### config.mk
export PLATFORM = sky130hd
export DESIGN_NAME = pqnb_fifo
export DESIGN_NICKNAME = d
export VERILOG_FILES = /design/src/pqnb_pkg.sv /design/src/pqnb_fifo.sv
export SDC_FILE = /design/constraint.sdc
export NUM_CORES = 1
export LEC_CHECK = 0
export BUFFER_PORTS_ARGS = -buffer_cell sky130_fd_sc_hd__buf_2
export CAP_MARGIN = 10
export CORE_MARGIN = 4
export CORE_UTILIZATION = 40
export CTS_BUF_LIST = sky130_fd_sc_hd__clkbuf_8
export DETAILED_ROUTE_END_ITERATION = 12
export PLACE_DENSITY = 0.61
export SKIP_CTS_REPAIR_TIMING = 1
export SLEW_MARGIN = 0
export SYNTH_ARGS = -nofsm -noshare
export SYNTH_HDL_FRONTEND = slang
export SYNTH_SLANG_ARGS = --single-unit
### constraint.sdc
create_clock -name clk -period 4.3 [get_ports clk]
set_input_delay 0 -clock clk [delete_from_list [all_inputs] [get_ports clk]]
set_output_delay 0 -clock clk [all_outputs]
set_load 0.01 [all_outputs]
### src/pqnb_pkg.sv
`default_nettype none
package pqnb_pkg;

  // Fixed-point format of every coordinate and matrix element
  localparam int FRAC_BITS = 16;
  localparam int Q_W       = 32;

  // Clip coordinate: three floored products plus translation
  localparam int PROD_W = 2 * Q_W;
  localparam int CLIP_W = PROD_W - FRAC_BITS + 2;

  // Divider: quotient magnitude bits and remainder width
  localparam int QBITS   = Q_W - 1;
  localparam int REM_W   = CLIP_W + QBITS;
  localparam int DIV_LAT = QBITS + 1;

  // Corner queue between front and back
  localparam int FIFO_DEPTH = 4;
  localparam int FIFO_AW    = $clog2(FIFO_DEPTH);

  // Configuration port
  localparam int NUM_REGS = 8;
  localparam int REG_W    = 64;
  localparam int REG_AW   = $clog2(NUM_REGS);
  localparam int ADDR_W   = REG_AW + 3;

  localparam logic signed [Q_W-1:0] ONE_Q     = Q_W'(1 << FRAC_BITS);
  localparam logic signed [Q_W-1:0] NEG_ONE_Q = -ONE_Q;
  localparam logic signed [Q_W-1:0] Q_MAX     = {1'b0, {(Q_W-1){1'b1}}};
  localparam logic signed [Q_W-1:0] Q_MIN     = {1'b1, {(Q_W-1){1'b0}}};

  typedef logic signed [Q_W-1:0]    q_t;
  typedef logic signed [PROD_W-1:0] prod_t;
  typedef logic signed [CLIP_W-1:0] clip_t;
  typedef q_t [3:0][3:0]            mat_t;

  // Identity matrix after reset; one ONE per diagonal element
  localparam logic [REG_W-1:0] REG_RESET [NUM_REGS] = '{
    REG_W'(ONE_Q), '0,
    REG_W'(ONE_Q) << Q_W, '0,
    '0, REG_W'(ONE_Q),
    '0, REG_W'(ONE_Q) << Q_W
  };

  typedef struct packed {
    logic signed [Q_W-1:0] corner_min_x;
    logic signed [Q_W-1:0] corner_min_y;
    logic signed [Q_W-1:0] plane_z;
    logic signed [Q_W-1:0] corner_max_x;
    logic signed [Q_W-1:0] corner_max_y;
  } in_item_t;

  typedef struct packed {
    logic signed [Q_W-1:0] ndc_min_x;
    logic signed [Q_W-1:0] ndc_min_y;
    logic signed [Q_W-1:0] ndc_max_x;
    logic signed [Q_W-1:0] ndc_max_y;
    logic                  in_view;
  } out_item_t;

  // One corner on its way from front to back
  typedef struct packed {
    logic signed [Q_W-1:0] x;
    logic signed [Q_W-1:0] y;
    logic signed [Q_W-1:0] z;
    logic                  last;
  } corner_t;

  // Queue head as seen by the back part
  typedef struct packed {
    logic    valid;
    corner_t data;
  } head_t;

endpackage
`default_nettype wire

### src/pqnb_fifo.sv
`default_nettype none
module pqnb_fifo (
  input  wire logic             clk,
  input  wire logic             rst,
  input  wire logic             push,
  input  wire pqnb_pkg::corner_t wdata,
  output logic                  full,
  input  wire logic             pop,
  output pqnb_pkg::head_t       head
);
  import pqnb_pkg::*;

  corner_t              mem [FIFO_DEPTH];
  logic [FIFO_AW-1:0]   wptr;
  logic [FIFO_AW-1:0]   rptr;
  logic [FIFO_AW:0]     count;

  assign full       = (count == (FIFO_AW+1)'(FIFO_DEPTH));
  assign head.valid = (count != '0);
  assign head.data  = mem[rptr];

  // Advance pointers and occupancy
  always_ff @(posedge clk) begin
    if (rst) begin
      wptr  <= '0;
      rptr  <= '0;
      count <= '0;
    end else begin
      if (push) begin
        wptr <= wptr + 1'b1;
      end
      if (pop) begin
        rptr <= rptr + 1'b1;
      end
      if (push && !pop) begin
        count <= count + 1'b1;
      end else if (pop && !push) begin
        count <= count - 1'b1;
      end
    end
  end

  always_ff @(posedge clk) begin
    if (push) begin
      mem[wptr] <= wdata;
    end
  end

  a_no_overflow: assert property (@(posedge clk) disable iff (rst)
    !(push && full)) else $error("corner queue overflow");
  a_no_underflow: assert property (@(posedge clk) disable iff (rst)
    !(pop && !head.valid)) else $error("corner queue underflow");
  a_count_range: assert property (@(posedge clk) disable iff (rst)
    count <= (FIFO_AW+1)'(FIFO_DEPTH)) else $error("corner queue count out of range");

endmodule
`default_nettype wire

==> results.md <==
* DRC viols at 0
* P_leak at 6.29 nW
* Grt ovf at 0
* Ys flop type: edfxtp_1
* All-layer global routing usage at 0.143
* Synth Area in Compound Gates at 0.000694
* GPL Wtd Cong at 0.668
* Vias at 6,885
* Part of the cycle the worst path needs at 0.609
* # clock sinks at 397
* Final max-slew violation count at 0
* Num rows at 69
* Clock power share at 0.364
* Final Hold Fails at 0
* Starting Density at 0.405
* Die height at 198 um
* Root buf cell: clkbuf_8
* Switch share at 0.226
* Pwr Total at 8.46 mW
* Critical path fanouts, max at 30
* Die area at 0.0391 sq mm
* Post-synth EDFFs at 388
* Post-synth top area cell: edfxtp_1
* Status: finished clean
* CTS tree: done
* DRT Wirelength at 28,600 um
* Post-Syn Nets at 658
* CP arrival at 2.62 ns
* Most frequent cells in the layout: 388 x edfxtp_1, 199 x buf_2, 101 x dlygate4sd3_1
* #FFs+latches synth at 397
* XOR/XNOR Fraction of Synth Area at 0.00304
* Worst-margin pin slew at 0.907 ns
* PortBufs at 199
* 1st-pass router iterations at 4
* Insertion delay to the later sink of the worst-skew pair at 0.57 ns
* Antenna violations before repair at 1
* Clock buffer depth at 3
* Mapped Cells at 551
* Sequential power share at 0.535
* CP startpoint kind: register
* Die Span X at 198 um
* Comb pwr share at 0.101
* Mux share of post-synthesis cell area at 0.153
* Post-synthesis average cell area at 26.2 sq um
* Synthesis Warnings at 0
* Setup TNS at 0 ns
* Hpwl dp at 16,700 um
* Critical path type: register to primary output
* Worst VDD drop at 0.287 mV
* Htree depth at 3
* Switch Pwr at 1.91 mW
* Max-cap violation count at 0
* Number of distinct library cells after synthesis at 20
* Layout cell share with drive strength beyond 1 at 0.410
* Via/cell ratio at 4.86
* Drt wl/cell at 20.2 um
* Largest net degree at the start of global routing at 57
* PD cells at 464 mW/mm^2
* Top post-synthesis cells by area: edfxtp_1 81%, mux4_2 15%, dfxtp_1 1.2%, ha_1 0.43%, buf_8 0.42%
* Post-layout minimum cycle time at 2.62 ns
* CTS Buf Count at 69
* Final setup violation count at 0
* Post-Synth Adder-Cell Area at 0.00573
* Main combinational cell family by area after synthesis: multiplexers
* Synth top area share at 0.808
* Clock slew at reported path FFs at 0.05 ns
* Internal at 6.55 mW
* DR iter-0 viols at 275
* F_max at 382 MHz
* Post-synthesis cell area at 0.0144 sq mm
* Crit end category: primary output
* Final ANT Viol Nets at 0
* IO Pins at 200
* Worst Skew at 0.0166 ns
* Area growth syn-to-layout at 26.4%
* First-pass GRT wire length at 41,900 um
* Unrepaired setup endpoints after global routing: no
* Most common cell after layout, fill and taps aside: edfxtp_1
* Ys async rst share at 0
* Total core area at 0.0356 sq mm
* Register area share after synthesis at 0.821
* Final Core Density at 0.512
* Max transition margin at 0.395
* Post-synthesis simple-gate area fraction at 0.00521
* Final #Nets at 1,014
* Worst hold path type: input pin to register
* Worst path required time at 4.30 ns
* Vias in the first global route at 6,868
critical path, cell delays in order (launching register included):
cell and delay (ns):
dfxtp_4 0.76, buf_4 0.53, mux4_2 0.58, buf_2 0.16
cell usage after synthesis, types with 2 or more instances:
| library cell | count |
|---|---|
| inv_1 | 4 |
| edfxtp_1 | 388 |
| xor2_1 | 3 |
| mux4_2 | 97 |
| buf_2 | 11 |
| mux2i_1 | 2 |
| xnor2_1 | 2 |
| nor2_1 | 7 |
| and2_1 | 4 |
| or3_1 | 2 |
| ha_1 | 5 |
| buf_8 | 4 |
| dfxtp_1 | 9 |
| clkbuf_1 | 7 |
area by class of cell:
type / count / area, sq um
antenna: 1 / 2.50
clock buffer: 73 / 1000
clock inverter: 45 / 231
fill: 2829 / 17300
inverter: 4 / 15.0
multi-input combinational: 127 / 2430
sequential: 397 / 11800
tap: 461 / 577
timing repair buffer: 308 / 2130
flip-flops by register name (all words and copies together) (netlist names), named ones only:
signal / flops
count: 3
mem: 388
wptr: 2
rptr: 2
power groups by stage:
stage               Clock [mW]  Combinational (mW)  Sequential (mW)
floorplan                    0               0.489             4.57
global placement             0               0.797             4.60
detailed placement           0               0.804             4.61
CTS                       3.19               0.807             4.53
global route              3.39               0.932             4.54
finish                    3.07               0.858             4.53
kinds of logic after synthesis:
| family | Yosys count |
|---|---|
| flops | 397 |
| mux | 99 |
| buf+inv | 27 |
| simple gates | 15 |
| fa+ha+maj | 6 |
| xor+xnor | 5 |
| compound gates | 2 |
metrics by stage:
stage | setup WS, ns | cells | cell area (sq um) | hold slack [ns]
5_1_grt | 1.44 | 1416 | 18200 | 0.132
4_1_cts | 1.52 | 1314 | 17200 | -0.426
3_3_place_gp | 2.19 | 1196 | 16000 | 0.216
2_1_floorplan | 1.05 | 551 | 14400 | 0.0989
3_5_place_dp | 2.16 | 1196 | 16000 | 0.217
6_report | 1.68 | 1416 | 18200 | 0.171
final timing paths:
path / slack (ns) / end / from / cells after the start
worst max-delay path: 1.68 / head[83] / register / 3
worst min-delay path: 0.17 / mem[3][19]$_DFFE_PP_ / wdata[19] / 2
worst max register to register: 2.28 / mem[1][70]$_DFFE_PP_ / wptr[0]$_SDFFE_PP0P_ / 3
worst min register to register: 0.49 / count[2]$_SDFFE_PP0P_ / count[2]$_SDFFE_PP0P_ / 2
routing by layer:
metal / vias up / track usage / part of all wire
met1: 3535 / 0.194 / 0.43
met4: 0 / 0.0477 / 0.022
met2: 213 / 0.219 / 0.48
met5: - / 0 / 0
li1: 3086 / - / -
met3: 51 / 0.0497 / 0.063
No activity file was read; power rests on OpenSTA's default activity.
