<file path="config.mk">
export PLATFORM = sky130hd
export DESIGN_NAME = pqnb_front
export DESIGN_NICKNAME = d
export VERILOG_FILES = /design/src/pqnb_pkg.sv /design/src/pqnb_front.sv
export SDC_FILE = /design/constraint.sdc
export NUM_CORES = 1
export LEC_CHECK = 0
export ABC_AREA = 1
export BUFFER_PORTS_ARGS = -buffer_cell sky130_fd_sc_hd__buf_2
export CAP_MARGIN = 20
export CORE_MARGIN = 2
export CORE_UTILIZATION = 35
export DETAILED_ROUTE_END_ITERATION = 7
export MAX_ROUTING_LAYER = met4
export PLACE_DENSITY = 0.65
export SLEW_MARGIN = 20
export SYNTH_ARGS = -nofsm -noshare
export SYNTH_HDL_FRONTEND = slang
export SYNTH_SLANG_ARGS = --single-unit
export TNS_END_PERCENT = 100
</file>
<file path="constraint.sdc">
create_clock -name clk -period 4.75 [get_ports clk]
set_input_delay 0.475 -clock clk [delete_from_list [all_inputs] [get_ports clk]]
set_output_delay 0.475 -clock clk [all_outputs]
set_load 0.1 [all_outputs]
</file>
<file path="src/pqnb_pkg.sv">
`default_nettype none
package pqnb_pkg;

  // Fixed-point format of every coordinate and matrix element
  localparam int FRAC_BITS = 16;
  localparam int Q_W       = 32;

  // Clip coordinate: three floored products plus translation
  localparam int PROD_W = 2 * Q_W;
  localparam int CLIP_W = PROD_W - FRAC_BITS + 2;

  // Divider: quotient magnitude bits and remainder width
  localparam int QBITS   = Q_W - 1;
  localparam int REM_W   = CLIP_W + QBITS;
  localparam int DIV_LAT = QBITS + 1;

  // Corner queue between front and back
  localparam int FIFO_DEPTH = 4;
  localparam int FIFO_AW    = $clog2(FIFO_DEPTH);

  // Configuration port
  localparam int NUM_REGS = 8;
  localparam int REG_W    = 64;
  localparam int REG_AW   = $clog2(NUM_REGS);
  localparam int ADDR_W   = REG_AW + 3;

  localparam logic signed [Q_W-1:0] ONE_Q     = Q_W'(1 << FRAC_BITS);
  localparam logic signed [Q_W-1:0] NEG_ONE_Q = -ONE_Q;
  localparam logic signed [Q_W-1:0] Q_MAX     = {1'b0, {(Q_W-1){1'b1}}};
  localparam logic signed [Q_W-1:0] Q_MIN     = {1'b1, {(Q_W-1){1'b0}}};

  typedef logic signed [Q_W-1:0]    q_t;
  typedef logic signed [PROD_W-1:0] prod_t;
  typedef logic signed [CLIP_W-1:0] clip_t;
  typedef q_t [3:0][3:0]            mat_t;

  // Identity matrix after reset; one ONE per diagonal element
  localparam logic [REG_W-1:0] REG_RESET [NUM_REGS] = '{
    REG_W'(ONE_Q), '0,
    REG_W'(ONE_Q) << Q_W, '0,
    '0, REG_W'(ONE_Q),
    '0, REG_W'(ONE_Q) << Q_W
  };

  typedef struct packed {
    logic signed [Q_W-1:0] corner_min_x;
    logic signed [Q_W-1:0] corner_min_y;
    logic signed [Q_W-1:0] plane_z;
    logic signed [Q_W-1:0] corner_max_x;
    logic signed [Q_W-1:0] corner_max_y;
  } in_item_t;

  typedef struct packed {
    logic signed [Q_W-1:0] ndc_min_x;
    logic signed [Q_W-1:0] ndc_min_y;
    logic signed [Q_W-1:0] ndc_max_x;
    logic signed [Q_W-1:0] ndc_max_y;
    logic                  in_view;
  } out_item_t;

  // One corner on its way from front to back
  typedef struct packed {
    logic signed [Q_W-1:0] x;
    logic signed [Q_W-1:0] y;
    logic signed [Q_W-1:0] z;
    logic                  last;
  } corner_t;

  // Queue head as seen by the back part
  typedef struct packed {
    logic    valid;
    corner_t data;
  } head_t;

endpackage
`default_nettype wire

</file>
<file path="src/pqnb_front.sv">
`default_nettype none
module pqnb_front (
  input  wire logic              clk,
  input  wire logic              rst,
  input  wire logic              item_valid,
  output logic                   item_stall,
  input  wire pqnb_pkg::in_item_t item,
  input  wire logic              full,
  output logic                   push,
  output pqnb_pkg::corner_t      corner
);
  import pqnb_pkg::*;

  in_item_t   cur;
  logic       busy;
  logic [1:0] cnt;
  logic       take;

  // Emit one corner per cycle while the queue has room
  assign push = busy && !full;
  assign item_stall = busy && !(push && cnt == 2'd3);
  assign take = item_valid && !item_stall;

  always_comb begin
    corner.x    = cnt[1] ? cur.corner_max_x : cur.corner_min_x;
    corner.y    = cnt[0] ? cur.corner_max_y : cur.corner_min_y;
    corner.z    = cur.plane_z;
    corner.last = (cnt == 2'd3);
  end

  // Hold the item and advance through its corners
  always_ff @(posedge clk) begin
    if (rst) begin
      busy <= 1'b0;
      cnt  <= '0;
    end else if (take) begin
      busy <= 1'b1;
      cnt  <= '0;
    end else if (push) begin
      cnt <= cnt + 2'd1;
      if (cnt == 2'd3) begin
        busy <= 1'b0;
      end
    end
  end

  always_ff @(posedge clk) begin
    if (take) begin
      cur <= item;
    end
  end

endmodule
`default_nettype wire

</file>
==> impl_metrics.json, run 1 <==
{
  "first_pass_iters": 4,
  "fin_nets": 763,
  "synth_edf_count": 160,
  "synthCells": 357,
  "drc": 0,
  "routed_wl_um": 12500,
  "grt_pass1_wl_um": 18400,
  "synth.largest_area_cell": "edfxtp_1",
  "rows": 48,
  "dpl.hpwl_um": 8690,
  "clockRootBuffer": "clkbuf_16",
  "grt_overflow_total": 0,
  "slowest_delay_ns": 0.51,
  "finalSetupTns_ns": 0,
  "setup_viol_count_final": 0,
  "crit_buf_inv": 3,
  "path_common_cell": "nand2_1",
  "drive_gt1_share_pct": 54.0,
  "ir_drop_mv": 0.232,
  "wire_per_inst_um": 15.0,
  "synth.most_common_cell": "edfxtp_1",
  "n_antenna_cell": 0,
  "min_path_type": "in -> reg",
  "cts_setup_buffers": 0,
  "ant_nets": 0,
  "timing.final.ws_setup_ns": 2.15,
  "status": "finished clean",
  "cts_tree": "done",
  "synth_top_family_by_area": "multiplexers",
  "grt_usage_pct": 13.7,
  "synthesis.area_um2": 6140,
  "cp-start-kind": "register",
  "synth_compound_area_share_pct": 0,
  "critPathKind": "reg -> out",
  "power_density_nw_per_um2": 448,
  "die_h_um": 136,
  "numPortBuffers": 262,
  "clk_latency_ns": 0.42,
  "synth_cell_types": 14,
  "areaGrowthSynthToFinish_pct": 29.8,
  "synth.avg_cell_area_um2": 17.2,
  "rsz0062_at_grt": "false",
  "antenna_found_initial": 0,
  "cellLeakagePower_nw": 3.42,
  "grt_pass1_vias": 3804,
  "worstSetupEndpointType": "output port",
  "drt_iter0_drc": 167,
  "cts.path.max_buffers": 2,
  "cts_buffers": 17,
  "cp.arrival_ns": 2.12,
  "cts.sinks": 163,
  "hold_violations": 0,
  "viasPerCell": 4.32,
  "ctsResizeCount": 0,
  "synth_adder_area_share_pct": 0.204,
  "cp_max_fo": 35,
  "synth_top_area_share_pct": 78.3,
  "grt_max_degree": 161,
  "cts_hold_buffers": 0,
  "fmax_mhz": 385,
  "synthTopCellsByArea": "edfxtp_1, mux2_4, nand2_1, buf_4, buf_12",
  "core_um2": 17200,
  "final_util_pct": 46.2,
  "relSlewSlack_pct": 42.7,
  "critPathTopFamily": "buffers and inverters",
  "required_ns": 4.28,
  "slew_violations": 0,
  "yosysSeqAreaShare_pct": 79.3,
  "crit_path_top_delay_cell": "inv_2",
  "clk_pin_slew_ns": 0.07,
  "synth_common_cells": "edfxtp_1, nand2_1, buf_4",
  "synth-simple-area-share_pct": 6.81,
  "ios": 263,
  "ys_warn_count": 0,
  "finalCriticalPeriod_ns": 2.60,
  "fillers": 1558,
  "async_flop_share_pct": 0,
  "final.period_utilization_pct": 54.7,
  "skew_ns": 0.0120,
  "synthXorXnorAreaFrac_pct": 0,
  "p_total_w": 0.00357,
  "worst_pin_slew_ns": 0.859,
  "htree_levels": 4,
  "place_congestion": 0.757,
  "place_ws_ns": 2.46,
  "syn_nets": 522,
  "dieArea_um2": 18600,
  "die_x_um": 136,
  "synth_seq_cells": 163,
  "initial_core_util_pct": 35.6,
  "worstPathCellList": "buf_4 -> inv_2 -> nand2_1 -> nand2_1 -> buf_2",
  "maxCapViolations": 0,
  "synth_mux_area_share_pct": 7.65,
  "vias": 3611,
  "synth_ff_type": "edfxtp_1"
}
[registers in the layout (all words and copies together), names as in the netlist]
register,flops
busy,1
corner,32
cur,128
cnt,2
[power breakdown]
part	switching (W)	internal, W	total, W	leakage [nW]
Combinational	0.000496	0.000113	0.000609	1.61
Sequential	0.0000188	0.00168	0.00169	1.55
Clock	0.000585	0.000682	0.00127	0.264
[through the flow]
stage                     cells  cell area [µm²]  hold slack [ns]
after floorplan             357             6140            0.531
after global placement      804             7420            0.535
after detailed placement    804             7420            0.567
after global routing        836             7970            0.194
after CTS                   836             7970            0.197
final                       836             7970            0.219
[cell usage in the layout (no fill, tap or decap), drive strengths merged]
master / count
clkinvlp: 3
buf: 265
clkbuf: 17
ha: 1
dfxtp: 3
inv: 14
nor2: 4
nand3: 1
clkinv: 5
edfxtp: 160
nand2: 106
mux2: 32
[routing by layer]
layer,GRT usage (%),vias to the layer above,wire length [µm]
li1,-,1718,-
met1,14.2,1695,4660
met2,23.7,184,6510
met3,5.15,14,1160
met4,5.38,0,197
met5,-,-,0
[final timing paths]
path / startpoint / end / slack, ns / cells past startpoint
setup / recovery: cnt[0] / corner[49] / 2.15 / 5
hold / removal: rst / busy / 0.22 / 2
setup reg to reg: cnt[0] / cur[40] / 2.43 / 7
hold reg to reg: busy / cnt[1] / 0.57 / 4
[cell families (layout without fill, tap and decap cells)]
family                     after synthesis  after routing
muxes                                   32             32
and+or+nand+nor                        111            111
buffers and inverters                   50            304
adders and majority gates                1              1
DFF                                    163            163
[cell type report]
class                   instances  area, µm²  area share (%)
multi-input cells             144        900            11.3
inverters                       7       30.0           0.377
flip-flops and latches        163       4870            61.1
well taps                     225        282            3.53
clock buffers                  17        425            5.34
repair buffers                265       1350            16.9
clock inverters                15        120            1.51
(Power assumes the default switching activity.)
==> run 2, diff against run 1 <==
==> constraint.sdc (replaced) <==
create_clock -name clk -period 2.4 [get_ports clk]
set_input_delay 0.24 -clock clk [delete_from_list [all_inputs] [get_ports clk]]
set_output_delay 0.24 -clock clk [all_outputs]
set_load 0.1 [all_outputs]
==> run 2 against run 1 <==
Net effect:
- die area stayed put
- via count is 18% higher
- hold slack worse by 0.13 ns
- clock power is 110% higher
- largest power group unchanged
==> impl_metrics.json, run 2 (synthesis results as in run 1) <==
{
  "place_congestion": 0.801,
  "r2r_start": "cnt[0]",
  "p_comb_share_pct": 19.8,
  "wire_per_inst_um": 15.1,
  "cts.path.max_buffers": 2,
  "maxCapViolations": 0,
  "cts_buffers": 17,
  "skew_ns": 0.0101,
  "largest_reg_flops": 128,
  "dieArea_um2": 18600,
  "status": "finished clean",
  "grt_max_degree": 74,
  "critPathKind": "reg -> out",
  "cp-start-kind": "register",
  "dr_wl_met2_um": 8130,
  "grt_pass1_vias": 4610,
  "vias": 4253,
  "final_cell_mix": "buf_2, dlygate4sd3_1, edfxtp_1",
  "p_seq_share_pct": 44.3,
  "cts_tree": "done",
  "worstSetupEndpointType": "output port",
  "dpl.hpwl_um": 9220,
  "die_h_um": 136,
  "fin_nets": 928,
  "n_antenna_cell": 0,
  "numPortBuffers": 262,
  "grt_pass1_wl_um": 22600,
  "min_path_type": "in -> reg",
  "wl_met3_um": 1080,
  "finalCriticalPeriod_ns": 2.17,
  "cts.sinks": 163,
  "whs_ns": 0.0936,
  "cellLeakagePower_nw": 4.24,
  "hold_violations": 0,
  "min_path_cells": 3,
  "relSlewSlack_pct": 66.0,
  "power_density_nw_per_um2": 760,
  "ant_nets": 0,
  "sw_frac_of_total_pct": 29.6,
  "wl_met1_um": 5540,
  "final_util_pct": 57.8,
  "final.period_utilization_pct": 90.5,
  "first_pass_iters": 4,
  "viasPerCell": 4.25,
  "clockRootBuffer": "clkbuf_16",
  "ios": 263,
  "pwr-share-clk_pct": 35.9,
  "p_int_w": 0.00533,
  "ir_drop_mv": 0.542,
  "worst_pin_slew_ns": 0.514,
  "clk_latency_ns": 0.42,
  "antenna_found_initial": 0,
  "multi_input_area_um2": 915,
  "highest_layer": "met4",
  "final_common_cell": "buf_2",
  "switching_power_w": 0.00224,
  "drive_gt1_share_pct": 43.4,
  "rows": 48,
  "areaGrowthSynthToFinish_pct": 62.3,
  "setup_viol_count_final": 0,
  "cp.arrival_ns": 1.93,
  "min_from": "item_valid",
  "clk_pin_slew_ns": 0.06,
  "slew_violations": 0,
  "reg2reg_depth": 6,
  "crit_path_start": "cnt[0]",
  "die_x_um": 136,
  "grt_usage_pct": 16.9,
  "max_flop_register": "cur",
  "core_um2": 17200,
  "rsz0062_at_grt": "false",
  "fillers": 1294,
  "grt_overflow_total": 0,
  "seqCellArea_um2": 4870,
  "routed_wl_um": 15100,
  "cp_max_fo": 33,
  "fmax_mhz": 461,
  "drc": 0,
  "initial_core_util_pct": 35.6,
  "drt_iter0_drc": 167,
  "htree_levels": 4,
  "required_ns": 2.16
}
==> run 2: path summary, 6_finish.rpt <==
check / end / slack [ns]
setup / recovery: corner[37] / 0.23
hold / removal: busy / 0.09
setup reg to reg: cur[148] / 0.65
hold reg to reg: cnt[1] / 0.57
==> run 2: worst max-delay path, cell delays in order, from the launching register on <==
cell and delay (ns):
dfxtp_1 0.34, buf_4 0.23, inv_4 0.29, nand2_1 0.13
nand2_1 0.10, buf_2 0.43
==> run 2: power by group through the flow <==
stage	registers [W]	clock network [W]	logic, W
3_3_place_gp	0.00341	0	0.00127
5_1_grt	0.00337	0.00289	0.00156
3_5_place_dp	0.00342	0	0.00128
4_1_cts	0.00336	0.00277	0.00149
6_report	0.00336	0.00272	0.00150
2_1_floorplan	0.00342	0	0.000983
==> run 2: metrics by stage <==
step / instances / power (W) / TNS, ns / worst slack (ns) / cell area (µm²)
3_5_place_dp: 808 / 0.00470 / 0 / 0.522 / 7750
4_1_cts: 1000 / 0.00762 / 0 / 0.0651 / 9950
3_3_place_gp: 808 / 0.00468 / 0 / 0.537 / 7750
2_1_floorplan: 357 / 0.00440 / -189.79 / -1.19 / 6160
5_1_grt: 1001 / 0.00782 / 0 / 0.119 / 9960
6_report: 1001 / 0.00757 / 0 / 0.229 / 9960
==> run 2: area by class of cell <==
type | count | share of cell area [%]
sequential | 163 | 48.9
timing repair buffer | 430 | 32.8
multi-input combinational | 144 | 9.18
clock buffer | 17 | 4.27
tap | 225 | 2.83
clock inverter | 15 | 1.70
inverter | 7 | 0.327
==> run 2: per-layer routing <==
metal	GRT usage (%)	vias to the layer above
met5	-	-
met4	7.58	0
met3	5.03	29
met2	30.6	202
met1	16.5	1973
li1	-	2049
==> run 2: what timing repair did <==
action,CTS,global route
setup buffers,0,0
setup endpoints to repair,0,31
hold buffers,160,1
resized for setup,0,2
hold endpoints to repair,160,1
==> run 3, diff against run 2 <==
--- a/config.mk
+++ b/config.mk
@@ -13,6 +13,7 @@
 export DETAILED_ROUTE_END_ITERATION = 7
 export MAX_ROUTING_LAYER = met4
 export PLACE_DENSITY = 0.65
+export SETUP_SLACK_MARGIN = 0.3
 export SLEW_MARGIN = 20
 export SYNTH_ARGS = -nofsm -noshare
 export SYNTH_HDL_FRONTEND = slang
==> run 3 against run 2 <==
Net effect:
- via count rose by 0.16%
- critical path depth fell by 2
- clock skew fell by 0.00058 ns
- maximum frequency rose by 7.6%
- hold slack improved by 0.00061 ns
- die area did not move
- worst setup slack improved by 0.15 ns
- combinational power barely moved
- clock power barely moved
- highest routed layer unchanged
==> impl_metrics.json, run 3 (synthesis results as in run 1) <==
{
  "multi_input_area_um2": 915,
  "n_antenna_cell": 0,
  "areaGrowthSynthToFinish_pct": 63.8,
  "slew_violations": 0,
  "setup_viol_count_final": 0,
  "critPathKind": "reg -> out",
  "largest_reg_flops": 128,
  "grt_pass1_vias": 4652,
  "core_um2": 17200,
  "clk_latency_ns": 0.42,
  "numPortBuffers": 262,
  "power_density_nw_per_um2": 756,
  "cts_tree": "done",
  "p_total_w": 0.00760,
  "seqCellArea_um2": 4870,
  "switching_power_w": 0.00224,
  "drt_iter0_drc": 210,
  "cp.arrival_ns": 1.78,
  "status": "finished clean",
  "min_path_type": "in -> reg",
  "grt_max_degree": 74,
  "cp-start-kind": "register",
  "cp_max_fo": 16,
  "clockRootBuffer": "clkbuf_16",
  "cts.sinks": 163,
  "p_seq_share_pct": 44.2,
  "max_flop_register": "cur",
  "crit_path_top_delay_cell": "buf_2",
  "finalSetupTns_ns": 0,
  "drc": 0,
  "cts_setup_buffers": 0,
  "pwr-share-clk_pct": 35.7,
  "drive_gt1_share_pct": 43.4,
  "skew_ns": 0.00952,
  "critPathTopFamily": "buffers and inverters",
  "routed_wl_um": 15200,
  "antenna_found_initial": 0,
  "fillers": 1287,
  "final.period_utilization_pct": 84.1,
  "p_comb_share_pct": 20.1,
  "ant_nets": 0,
  "required_ns": 2.16,
  "grt_usage_pct": 17.1,
  "cellLeakagePower_nw": 4.27,
  "fin_nets": 928,
  "grt_overflow_total": 0,
  "p_int_w": 0.00536,
  "dpl.hpwl_um": 9220,
  "cts_buffers": 17,
  "finalCriticalPeriod_ns": 2.02,
  "grt_pass1_wl_um": 22800,
  "worst_pin_slew_ns": 0.515,
  "worstPathCellList": "buf_4 -> mux2_4 -> buf_2",
  "initial_core_util_pct": 35.6,
  "maxCapViolations": 0,
  "slowest_delay_ns": 0.42,
  "worstSetupEndpointType": "output port",
  "clk_pin_slew_ns": 0.06,
  "vias": 4260,
  "place_congestion": 0.801,
  "die_x_um": 136,
  "ios": 263,
  "dieArea_um2": 18600,
  "wire_per_inst_um": 15.2,
  "rows": 48,
  "fmax_mhz": 496,
  "first_pass_iters": 4,
  "rsz0062_at_grt": "false",
  "final_common_cell": "buf_2",
  "die_h_um": 136,
  "sw_frac_of_total_pct": 29.4,
  "final_cell_mix": "buf_2, dlygate4sd3_1, edfxtp_1",
  "hold_violations": 0,
  "ir_drop_mv": 0.540,
  "htree_levels": 4,
  "crit_buf_inv": 2,
  "viasPerCell": 4.26,
  "cts.path.max_buffers": 2,
  "relSlewSlack_pct": 65.9
}
## run 3: cell types whose count changed in the layout (fill, tap and decap cells not counted)
cell      delta
inv_6        +1
inv_4        -1
clkbuf_4     +3
buf_4       +32
buf_2       -35
## run 3: per-layer routing
| metal | share of wire, % | global-route usage [%] | vias to the layer above |
|---|---|---|---|
| li1 | - | - | 2044 |
| met1 | 36 | 16.6 | 1974 |
| met2 | 54 | 31.0 | 208 |
| met3 | 7.2 | 5.52 | 34 |
| met4 | 2.6 | 7.18 | 0 |
| met5 | 0 | - | - |
## run 3: worst paths after layout
check | cells after the start | slack (ns) | endpoint | start
worst max-delay path | 3 | 0.38 | corner[89] | cnt[1]
worst min-delay path | 3 | 0.09 | busy | item_valid
worst max register to register | 6 | 0.64 | cur[148] | cnt[0]
worst min register to register | 4 | 0.57 | cnt[1] | busy
## run 3: stage by stage
stage               worst slack, ns  hold WS (ns)  area (µm²)  util, %  instances
floorplan                     -1.19         0.312        6160        -        357
global placement              0.537         0.416        7750     45.0        808
detailed placement            0.522         0.418        7750     45.0        808
CTS                           0.329       0.00128       10000     58.2       1000
global route                  0.307         0.106       10000     58.3       1001
finish                        0.383        0.0942       10000     58.3       1001
## run 3: power groups by stage
stage	registers, W	clock network, W	logic [W]
detailed placement	0.00342	0	0.00128
global route	0.00337	0.00290	0.00159
finish	0.00336	0.00271	0.00153
global placement	0.00341	0	0.00127
floorplan	0.00342	0	0.000983
CTS	0.00336	0.00277	0.00152
## run 3: repair_timing
action,CTS,global route
gates resized for setup,33,4
endpoints found under the setup margin,32,23
hold buffers,160,1
gates cloned,0,0
endpoints found under the hold margin,160,1
## run 3: tightest hold or removal path, cell delays in order
cell and delay (ns):
buf_2 0.11, nor2_1 0.05, nor2_1 0.08
## run 3: cell type report
class                      instances  area share, %
clock buffer                      17           4.23
clock inverter                    15           1.68
inverter                           7          0.349
multi-input combinational        144           9.10
sequential                       163           48.4
tap                              225           2.80
timing repair buffer             430           33.4
